**config.mk**
```make
export PLATFORM = sky130hd
export DESIGN_NAME = go_to_goal_controller
export DESIGN_NICKNAME = d
export VERILOG_FILES = /design/src/sv/gtg_pkg.sv /design/src/sv/gtg_cordic_cell.sv /design/src/sv/gtg_scale.sv /design/src/sv/go_to_goal_controller.sv
export VERILOG_INCLUDE_DIRS = /design/src /design/src/sv
export SDC_FILE = /design/constraint.sdc
export NUM_CORES = 2
export LEC_CHECK = 0
export BUFFER_PORTS_ARGS = -buffer_cell sky130_fd_sc_hd__buf_2
export CORE_MARGIN = 8
export CORE_UTILIZATION = 45
export DETAILED_ROUTE_END_ITERATION = 12
export GPL_TIMING_DRIVEN = 0
export SLEW_MARGIN = 20
export SYNTH_ARGS = -nofsm -noshare
export SYNTH_HDL_FRONTEND = slang
export SYNTH_SLANG_ARGS = --single-unit
```
**constraint.sdc**
```tcl
create_clock -name clk -period 7.38 [get_ports clk]
set_input_delay 2.214 -clock clk [delete_from_list [all_inputs] [get_ports clk]]
set_output_delay 2.214 -clock clk [all_outputs]
set_load 0.01 [all_outputs]
```
**src/sv/go_to_goal_controller_macros.svh**
```systemverilog
// ----------------------------------------------------------------------------
// go_to_goal_controller assertion macros
// Concurrent assertion wrappers, compiled out for synthesis.
// ----------------------------------------------------------------------------
`ifndef GO_TO_GOAL_CONTROLLER_MACROS_SVH
`define GO_TO_GOAL_CONTROLLER_MACROS_SVH

`ifndef SYNTHESIS
`define GTG_ASSERT_CLK(lbl, clk_sig, rst_n_sig, prop) \
	lbl: assert property (@(posedge clk_sig) disable iff (!rst_n_sig) prop) \
		else $error("assertion failed");
`define GTG_ASSERT(lbl, prop) `GTG_ASSERT_CLK(lbl, clk, arst_n, prop)
`else
`define GTG_ASSERT_CLK(lbl, clk_sig, rst_n_sig, prop)
`define GTG_ASSERT(lbl, prop)
`endif

`endif

```
**src/sv/gtg_pkg.sv**
```systemverilog
// ----------------------------------------------------------------------------
// gtg_pkg
// Shared widths, constants and types of the go-to-goal controller.
// ----------------------------------------------------------------------------
`default_nettype none

package gtg_pkg;

	// cordic datapath widths: offsets are q8.16, angles q16 radians
	localparam int X_W    = 28;
	localparam int Z_W    = 20;
	localparam int DIST_W = 19;

	localparam int COORD_W = 16;
	localparam int ANGLE_W = 15;
	localparam int SPEED_W = 15;
	localparam int TURN_W  = 16;

	localparam int CFG_IDX_W = 2;
	localparam logic [CFG_IDX_W-1:0] REG_GOAL_X      = 2'd0;
	localparam logic [CFG_IDX_W-1:0] REG_GOAL_Y      = 2'd1;
	localparam logic [CFG_IDX_W-1:0] REG_GAIN        = 2'd2;
	localparam logic [CFG_IDX_W-1:0] REG_STOP_RADIUS = 2'd3;

	localparam int ANG_HALF_PI = 102944;
	localparam int INV_K_Q16   = 39797;
	localparam int BEARING_MAX = 12868;
	localparam int SPEED_MAX   = 32767;

	localparam int ATAN_N = 24;
	localparam logic [16:0] ATAN_Q16 [ATAN_N] = '{
		17'd51472, 17'd30386, 17'd16055, 17'd8150, 17'd4091, 17'd2047, 17'd1024, 17'd512,
		17'd256,   17'd128,   17'd64,    17'd32,   17'd16,   17'd8,    17'd4,    17'd2,
		17'd1,     17'd0,     17'd0,     17'd0,    17'd0,    17'd0,    17'd0,    17'd0
	};

	typedef struct packed {
		logic signed [X_W-1:0] x;
		logic signed [X_W-1:0] y;
		logic signed [Z_W-1:0] z;
	} vec_t;

	typedef enum logic [1:0] {
		PH_FIRST   = 2'd0,
		PH_TRACK   = 2'd1,
		PH_ARRIVED = 2'd2
	} phase_t;

endpackage

`default_nettype wire

```
**src/sv/gtg_cordic_cell.sv**
```systemverilog
// ----------------------------------------------------------------------------
// gtg_cordic_cell
// One vectoring cordic micro-rotation with a fixed shift, registered.
// ----------------------------------------------------------------------------
`default_nettype none

module gtg_cordic_cell #(
	parameter int STEP = 0
) (
	input  logic          clk,
	input  logic          arst_n,
	input  logic          in_valid,
	input  gtg_pkg::vec_t in_vec,
	output logic          out_valid,
	output gtg_pkg::vec_t out_vec
);
	import gtg_pkg::*;

	logic signed [X_W-1:0] xs;
	logic signed [X_W-1:0] ys;
	logic signed [Z_W-1:0] ang;
	logic                  y_pos;
	vec_t                  nxt;
	logic                  valid_q;
	vec_t                  vec_q;

	assign xs    = in_vec.x >>> STEP;
	assign ys    = in_vec.y >>> STEP;
	assign ang   = Z_W'(ATAN_Q16[STEP]);
	assign y_pos = !in_vec.y[X_W-1] && (in_vec.y != '0);

	// rotate toward the x axis
	always_comb begin
		if (y_pos) begin
			nxt.x = in_vec.x + ys;
			nxt.y = in_vec.y - xs;
			nxt.z = in_vec.z + ang;
		end else begin
			nxt.x = in_vec.x - ys;
			nxt.y = in_vec.y + xs;
			nxt.z = in_vec.z - ang;
		end
	end

	always_ff @(posedge clk or negedge arst_n) begin
		if (!arst_n) begin
			valid_q <= 1'b0;
		end else begin
			valid_q <= in_valid;
		end
	end

	always_ff @(posedge clk) begin
		vec_q <= nxt;
	end

	assign out_valid = valid_q;
	assign out_vec   = vec_q;

endmodule

`default_nettype wire

```
**src/sv/gtg_scale.sv**
```systemverilog
// ----------------------------------------------------------------------------
// gtg_scale
// Gain correction of the cordic magnitude and rounding and clamping of the bearing.
// ----------------------------------------------------------------------------
`default_nettype none

module gtg_scale (
	input  logic                               clk,
	input  logic                               arst_n,
	input  logic                               in_valid,
	input  gtg_pkg::vec_t                      in_vec,
	input  logic                               zero,
	input  logic                               take,
	output logic                               valid,
	output logic [gtg_pkg::DIST_W-1:0]         distance,
	output logic signed [gtg_pkg::ANGLE_W-1:0] bearing
);
	import gtg_pkg::*;

	localparam int PROD_W = X_W - 1 + 17;
	localparam logic signed [Z_W-1:0] B_MAX = Z_W'(BEARING_MAX);
	localparam logic signed [Z_W-1:0] B_MIN = -Z_W'(BEARING_MAX);

	logic [X_W-2:0]         mag;
	logic [PROD_W-1:0]      prod;
	logic signed [Z_W-1:0]  zr;
	logic signed [Z_W-1:0]  zs;
	logic [DIST_W-1:0]      dist_d;
	logic signed [ANGLE_W-1:0] bear_d;
	logic                   valid_q;
	logic [DIST_W-1:0]      dist_q;
	logic signed [ANGLE_W-1:0] bear_q;

	assign mag  = in_vec.x[X_W-1] ? '0 : in_vec.x[X_W-2:0];
	assign prod = PROD_W'(mag) * PROD_W'(INV_K_Q16) + PROD_W'(1 << 23);
	assign zr   = in_vec.z + Z_W'(8);
	assign zs   = zr >>> 4;

	always_comb begin
		if (zero) begin
			dist_d = '0;
			bear_d = '0;
		end else begin
			dist_d = prod[24 +: DIST_W];
			if (zs > B_MAX) begin
				bear_d = ANGLE_W'(BEARING_MAX);
			end else if (zs < B_MIN) begin
				bear_d = -ANGLE_W'(BEARING_MAX);
			end else begin
				bear_d = zs[ANGLE_W-1:0];
			end
		end
	end

	// hold the result until the output side takes it
	always_ff @(posedge clk or negedge arst_n) begin
		if (!arst_n) begin
			valid_q <= 1'b0;
		end else if (in_valid) begin
			valid_q <= 1'b1;
		end else if (take) begin
			valid_q <= 1'b0;
		end
	end

	always_ff @(posedge clk) begin
		if (in_valid) begin
			dist_q <= dist_d;
			bear_q <= bear_d;
		end
	end

	assign valid    = valid_q;
	assign distance = dist_q;
	assign bearing  = bear_q;

endmodule

`default_nettype wire

```
**src/sv/go_to_goal_controller.sv**
```systemverilog
// ----------------------------------------------------------------------------
// go_to_goal_controller
// Proportional go-to-goal controller on a row of cordic cells.
// ----------------------------------------------------------------------------
// Each pose beat gives one command beat. The offset to the goal runs through a
// row of CORDIC_STEPS vectoring cordic cells, one rotation per cell and cycle,
// then a gain-correction stage and the speed multiply into the output
// register. A pose is registered on accept, passes the cells and the gain
// register and is then loaded into the output register. A new pose is taken
// only once the previous result is loaded there: the row carries one pose at
// a time because the arrival state is only settled when a pose leaves it.
// Output results are buffered, so the next pose is taken while a command
// still waits on the output. Goal, gain and stop radius are written through
// the cfg port; the user must keep no pose in flight then (not enforced).
`default_nettype none
`include "go_to_goal_controller_macros.svh"

module go_to_goal_controller #(
	parameter int CORDIC_STEPS = 16
) (
	input  logic        clk,
	input  logic        arst_n,
	input  logic        cfg_we,
	input  logic [1:0]  cfg_index,
	input  logic [15:0] cfg_data,
	input  logic        s_axis_tvalid,
	output logic        s_axis_tready,
	input  logic [47:0] s_axis_tdata,  // pose_x[15:0], pose_y[31:16], heading[46:32]
	output logic        m_axis_tvalid,
	input  logic        m_axis_tready,
	output logic [31:0] m_axis_tdata,  // linear_speed[14:0], turn_rate[30:15]
	output logic [0:0]  m_axis_tuser   // arrived[0]
);
	import gtg_pkg::*;

	localparam int SUM_W = DIST_W + 17;

	// configuration
	logic signed [COORD_W-1:0] goal_x_q;
	logic signed [COORD_W-1:0] goal_y_q;
	logic [15:0]               gain_q;
	logic [15:0]               stop_radius_q;

	// accepted pose
	logic                      start_q;
	logic                      busy_q;
	logic signed [COORD_W-1:0] pose_x_q;
	logic signed [COORD_W-1:0] pose_y_q;
	logic signed [ANGLE_W-1:0] heading_q;

	logic                      accept;
	logic signed [COORD_W:0]   dx;
	logic signed [COORD_W:0]   dy;
	logic signed [X_W-1:0]     dx_w;
	logic signed [X_W-1:0]     dy_w;
	logic                      zero_off;

	logic                      vld [CORDIC_STEPS+1];
	vec_t                      vec [CORDIC_STEPS+1];
	logic [CORDIC_STEPS:0]     vld_vec;

	logic                      sc_valid;
	logic [DIST_W-1:0]         sc_dist;
	logic signed [ANGLE_W-1:0] sc_bearing;
	logic                      load;

	phase_t                    phase_q;
	phase_t                    phase_d;
	logic                      near;
	logic [SUM_W-1:0]          spd_sum;
	logic [SUM_W-9:0]          spd_hi;
	logic [SPEED_W-1:0]        speed_cmd;
	logic signed [TURN_W-1:0]  turn_cmd;
	logic [SPEED_W-1:0]        speed_d;
	logic signed [TURN_W-1:0]  turn_d;
	logic                      arrived_d;

	logic                      out_valid_q;
	logic [SPEED_W-1:0]        speed_q;
	logic signed [TURN_W-1:0]  turn_q;
	logic                      arrived_q;

	always_ff @(posedge clk or negedge arst_n) begin
		if (!arst_n) begin
			goal_x_q      <= '0;
			goal_y_q      <= '0;
			gain_q        <= 16'd128;
			stop_radius_q <= 16'd128;
		end else if (cfg_we) begin
			unique case (cfg_index)
				REG_GOAL_X:      goal_x_q      <= cfg_data;
				REG_GOAL_Y:      goal_y_q      <= cfg_data;
				REG_GAIN:        gain_q        <= cfg_data;
				REG_STOP_RADIUS: stop_radius_q <= cfg_data;
				default:         goal_x_q      <= goal_x_q;
			endcase
		end
	end

	assign s_axis_tready = !busy_q;
	assign accept        = s_axis_tvalid && s_axis_tready;

	always_ff @(posedge clk or negedge arst_n) begin
		if (!arst_n) begin
			start_q <= 1'b0;
			busy_q  <= 1'b0;
		end else begin
			start_q <= accept;
			if (accept) begin
				busy_q <= 1'b1;
			end else if (load) begin
				busy_q <= 1'b0;
			end
		end
	end

	always_ff @(posedge clk) begin
		if (accept) begin
			pose_x_q  <= s_axis_tdata[15:0];
			pose_y_q  <= s_axis_tdata[31:16];
			heading_q <= s_axis_tdata[46:32];
		end
	end

	// offset to goal in q8.16, folded into the right half plane
	assign dx       = (COORD_W+1)'(goal_x_q) - (COORD_W+1)'(pose_x_q);
	assign dy       = (COORD_W+1)'(goal_y_q) - (COORD_W+1)'(pose_y_q);
	assign dx_w     = X_W'(dx) <<< 8;
	assign dy_w     = X_W'(dy) <<< 8;
	assign zero_off = (dx == '0) && (dy == '0);

	always_comb begin
		vec[0].x = dx_w;
		vec[0].y = dy_w;
		vec[0].z = '0;
		if (dx_w[X_W-1]) begin
			if (!dy_w[X_W-1]) begin
				vec[0].x = dy_w;
				vec[0].y = -dx_w;
				vec[0].z = Z_W'(ANG_HALF_PI);
			end else begin
				vec[0].x = -dy_w;
				vec[0].y = dx_w;
				vec[0].z = -Z_W'(ANG_HALF_PI);
			end
		end
	end

	assign vld[0] = start_q;

	for (genvar i = 0; i < CORDIC_STEPS; i++) begin : g_cell
		gtg_cordic_cell #(
			.STEP(i)
		) u_cell (
			.clk      (clk),
			.arst_n   (arst_n),
			.in_valid (vld[i]),
			.in_vec   (vec[i]),
			.out_valid(vld[i+1]),
			.out_vec  (vec[i+1])
		);
	end

	for (genvar i = 0; i <= CORDIC_STEPS; i++) begin : g_vld
		assign vld_vec[i] = vld[i];
	end

	gtg_scale u_scale (
		.clk     (clk),
		.arst_n  (arst_n),
		.in_valid(vld[CORDIC_STEPS]),
		.in_vec  (vec[CORDIC_STEPS]),
		.zero    (zero_off),
		.take    (load),
		.valid   (sc_valid),
		.distance(sc_dist),
		.bearing (sc_bearing)
	);

	assign load = sc_valid && (!out_valid_q || m_axis_tready);

	// command arithmetic
	assign spd_sum   = SUM_W'(sc_dist) * SUM_W'(gain_q) + SUM_W'(128);
	assign spd_hi    = spd_sum[SUM_W-1:8];
	assign speed_cmd = (spd_hi > (SUM_W-8)'(SPEED_MAX)) ? SPEED_W'(SPEED_MAX)
	                                                    : spd_hi[SPEED_W-1:0];
	assign turn_cmd  = TURN_W'(sc_bearing) - TURN_W'(heading_q);
	assign near      = (sc_dist < DIST_W'(stop_radius_q));

	always_comb begin
		phase_d = phase_q;
		unique case (phase_q)
			PH_FIRST: phase_d = PH_TRACK;
			PH_TRACK: phase_d = near ? PH_ARRIVED : PH_TRACK;
			default:  phase_d = PH_ARRIVED;
		endcase
	end

	always_comb begin
		speed_d   = '0;
		turn_d    = '0;
		arrived_d = 1'b1;
		unique case (phase_q)
			PH_FIRST: begin
				speed_d   = speed_cmd;
				turn_d    = turn_cmd;
				arrived_d = 1'b0;
			end
			PH_TRACK: begin
				if (!near) begin
					speed_d   = speed_cmd;
					turn_d    = turn_cmd;
					arrived_d = 1'b0;
				end
			end
			default: arrived_d = 1'b1;
		endcase
	end

	always_ff @(posedge clk or negedge arst_n) begin
		if (!arst_n) begin
			phase_q     <= PH_FIRST;
			out_valid_q <= 1'b0;
		end else begin
			if (load) begin
				phase_q     <= phase_d;
				out_valid_q <= 1'b1;
			end else if (m_axis_tready) begin
				out_valid_q <= 1'b0;
			end
		end
	end

	always_ff @(posedge clk) begin
		if (load) begin
			speed_q   <= speed_d;
			turn_q    <= turn_d;
			arrived_q <= arrived_d;
		end
	end

	assign m_axis_tvalid   = out_valid_q;
	assign m_axis_tdata    = {1'b0, turn_q, speed_q};
	assign m_axis_tuser[0] = arrived_q;

	`GTG_ASSERT(a_accept_sets_busy, accept |=> busy_q)
	`GTG_ASSERT(a_one_pose_in_row, $onehot0({vld_vec, sc_valid}))
	`GTG_ASSERT(a_arrived_sticks, $past(phase_q == PH_ARRIVED) |-> phase_q == PH_ARRIVED)
	`GTG_ASSERT(a_arrived_zero_cmd,
		(out_valid_q && arrived_q) |-> (speed_q == '0 && turn_q == '0))

endmodule

`default_nettype wire
```
==> flow_summary.yaml <==
route:
  post-route-drc-count: 0
  first_pass_iters: 8
  ant_nets: 0
  vias_per_cell: 5.525
  via_count: 87989
  wl_per_cell_microns: 18.20
  drt_iter0_drc: 5722
  wl_mm: 289.8
critical_path:
  crit_path_top_delay_cell: "fa_1"
  criticalPathCategory: "reg2reg"
  crit_fanout: 5
  start_kind: "flop"
  cp_data_arrival_time_ns: 7.81
  max_stage_delay_ns: 0.59
  crit_path_frequent_cell: "fa_1"
  endpoint_kind: "flop"
  crit_required_ns: 7.92
sta:
  tightestPinTransition_ns: 1.141
  maxSlewHeadroom: 0.2368
  setup-tns-final_ns: 0
  hold_viol_final: 0
  worst_clock_skew_ns: 0.04865
  min_period_ns: 7.272
  maxClockFrequency_mhz: 137.5
  setup_viol: 0
  rsz0062_at_grt: "true"
  fin_crit_sh: 0.9854
  layout_setup_ws_ns: 0.1080
  slew_violations: 0
final_layout:
  drive_gt1_frac: 0.06876
  syn_to_final_growth_pct: 11.74
  fin_nets: 14549
  fillCellCount: 22352
grt:
  antenna_found_initial: 9
  grt_overflow_total: 0
  grt_usage: 0.2194
  grt_pass1_vias: 86953
  grt_first_pass_wirelength_mm: 464.8
  grt_max_degree: 48
cts:
  hold_buffers: 0
  clkSinkCount: 1305
  cts.clk_slew.worst_paths_ns: 0.06
  clockRootBuffer: "clkbuf_16"
  cts_tree: "built"
  htreeDepth: 4
  clockBufferDepth: 3
  numCtsBuffers: 159
  insertion_delay_ns: 0.83
logic_synthesis:
  synth_cells: 12180
  synth_ff_type: "dfxtp_1"
  synth_cell_types: 103
  synth-seq-cells: 1305
  ys.warnings.count: 0
  synthArstFlopShare: 0.06590
  syn_area_sq_um: 107900
  yosys-top-cells-area: "dfxtp_1 21%, ha_1 16%, fa_1 8.8%"
  synth_top_area_cell: "dfxtp_1"
  synth_top_cell_area_share: 0.2053
  ys_seq_area_frac: 0.2567
  avgSynthCellArea_sq_um: 8.856
  synth_edf_count: 113
die:
  die_h_microns: 505.6
  initial_core_util: 0.4531
  io_pins: 106
  core_area_sq_um: 238100
  die_area_sq_um: 255600
  rows: 179
  dieWidth_microns: 505.6
placement:
  gp_congestion: 0.9005
  dp_slack_ns: -2.043
  dpl.hpwl_mm: 233.6
  numPortBuffers: 103
flow_run:
  maxCapViolations: 0
hold_path:
  hold_class: "reg2reg"
run_status:
  run_status: "complete, no violations"
[layout by cell type, fill, tap and decap left out, types with 148 or more instances in the layout]
cell,Yosys,layout
a21oi_1,968,951
xnor2_1,1007,1007
ha_1,1387,1371
o21ai_0,467,461
clkbuf_16,0,165
o21bai_1,148,148
a21o_1,313,313
inv_1,1082,1066
and2_1,185,183
fa_1,472,463
nor2_1,853,848
xor2_1,441,441
nand3_1,246,245
nor3_1,370,368
dfxtp_1,1106,1105
nand2_1,763,761
[registers in the layout, summed over array words and instances (netlist names), 2 cells and up]
name / count
goal_x_q: 16
speed_q: 15
u_scale.distance: 19
phase_q: 2
u_scale.bearing: 15
heading_q: 15
gain_q: 16
g_cell.u_cell.out_vec: 1106
stop_radius_q: 16
turn_q: 16
pose_x_q: 16
pose_y_q: 16
goal_y_q: 16
g_cell.u_cell.out_valid: 16
[final cells by class]
| cell class | instances | area [sq um] | area share |
|---|---|---|---|
| Inverter | 1089 | 4106 | 0.03407 |
| Multi-Input combinational cell | 9625 | 76110 | 0.6315 |
| Tap cell | 3167 | 3963 | 0.03287 |
| Timing Repair inverter | 1 | 5.005 | 0.00004152 |
| Clock inverter | 94 | 1421 | 0.01179 |
| Antenna cell | 3 | 7.507 | 0.00006228 |
| Buffer | 213 | 1101 | 0.009135 |
| Sequential cell | 1305 | 27690 | 0.2298 |
| Clock buffer | 203 | 4511 | 0.03742 |
| Timing Repair Buffer | 225 | 1614 | 0.01339 |
[routing by layer]
layer | global-route usage | routed length [microns] | vias up
met4 | 0.05260 | 6934 | 0
li1 | - | - | 43451
met5 | 0 | 0 | -
met1 | 0.3012 | 136000 | 42138
met2 | 0.3678 | 133400 | 1976
met3 | 0.02753 | 13530 | 424
[worst max-delay path, delay by kind of cell, from the launching register on]
family / cells / cell delay [ns]
compound gates: 8 / 1.43
buf+inv: 6 / 0.80
mux: 1 / 0.27
simple gates: 4 / 0.55
fa+ha+maj: 7 / 3.37
flops: 1 / 0.54
[logic make-up (layout without fill, tap and decap cells)]
family,after synthesis,count (layout),synth area share
adders and majority gates,1862,1862,0.2488
AOI/OAI and AO/OA,2796,2796,0.1657
DFF,1305,1305,0.2567
xor gates and xnor gates,1448,1448,0.1176
and+or+nand+nor,3292,3292,0.1488
other,2,66,0.00006962
muxes,164,164,0.01608
buffers and inverters,1311,1825,0.04627
[final timing paths]
path / from / endpoint / slack, ns / depth (start not counted)
max: u_scale.distance[4] / speed_q[3] / 0.11 / 26
min: g_cell[10].u_cell.out_vec[4] / g_cell[11].u_cell.out_vec[4] / 0.32 / 0
max reg2reg: u_scale.distance[4] / speed_q[3] / 0.11 / 26
min reg2reg: g_cell[10].u_cell.out_vec[4] / g_cell[11].u_cell.out_vec[4] / 0.32 / 0
max in group asynchronous: arst_n / g_cell[0].u_cell.out_valid / 5.31 / 2
min in group asynchronous: arst_n / goal_x_q[12] / 1.41 / 1
[through the flow]
step	instances	hold WS [ns]	instance area [sq um]	utilization
floorplan	12241	0.3096	108100	-
global placement	15511	0.3102	112600	0.4729
detailed placement	15517	0.3121	112800	0.4736
CTS	15868	0.3256	119500	0.5020
global route	15924	0.3323	120500	0.5063
finish	15925	0.3231	120500	0.5063
[what timing repair did]
action,4_1_cts,5_1_grt
pin swaps,15,61
endpoints found under the setup margin,33,74
resized for setup,130,190
setup buffers,55,59
cloned,1,2
[cell usage after synthesis (20+ instances only)]
cell type / number
nor2_1: 853
a31o_2: 20
a21oi_1: 968
and3_1: 106
edfxtp_1: 113
a21o_1: 313
nor2b_1: 157
o21a_1: 123
nand3_1: 246
a21boi_0: 62
o21ai_0: 467
nor3_1: 370
o21bai_1: 148
nand4_1: 68
o2111ai_1: 25
fa_1: 472
o31ai_1: 127
nor3b_1: 31
nand2b_1: 147
and2_1: 185
a2111oi_0: 24
o41ai_1: 72
or3_1: 105
ha_1: 1387
or2_2: 30
inv_1: 1082
o22ai_1: 22
dfrtp_1: 84
a211oi_1: 74
dfxtp_1: 1106
a41oi_1: 24
buf_1: 25
o211ai_1: 37
clkbuf_1: 185
mux2i_1: 90
a31oi_1: 101
nor4_1: 106
a211o_1: 48
xnor2_1: 1007
or4_1: 54
nand2_1: 763
mux2_2: 74
xor2_1: 441
Power is left out: the tool's default activity adds up to more than one toggle a clock period on the data nets, which glitch-free logic cannot reach.
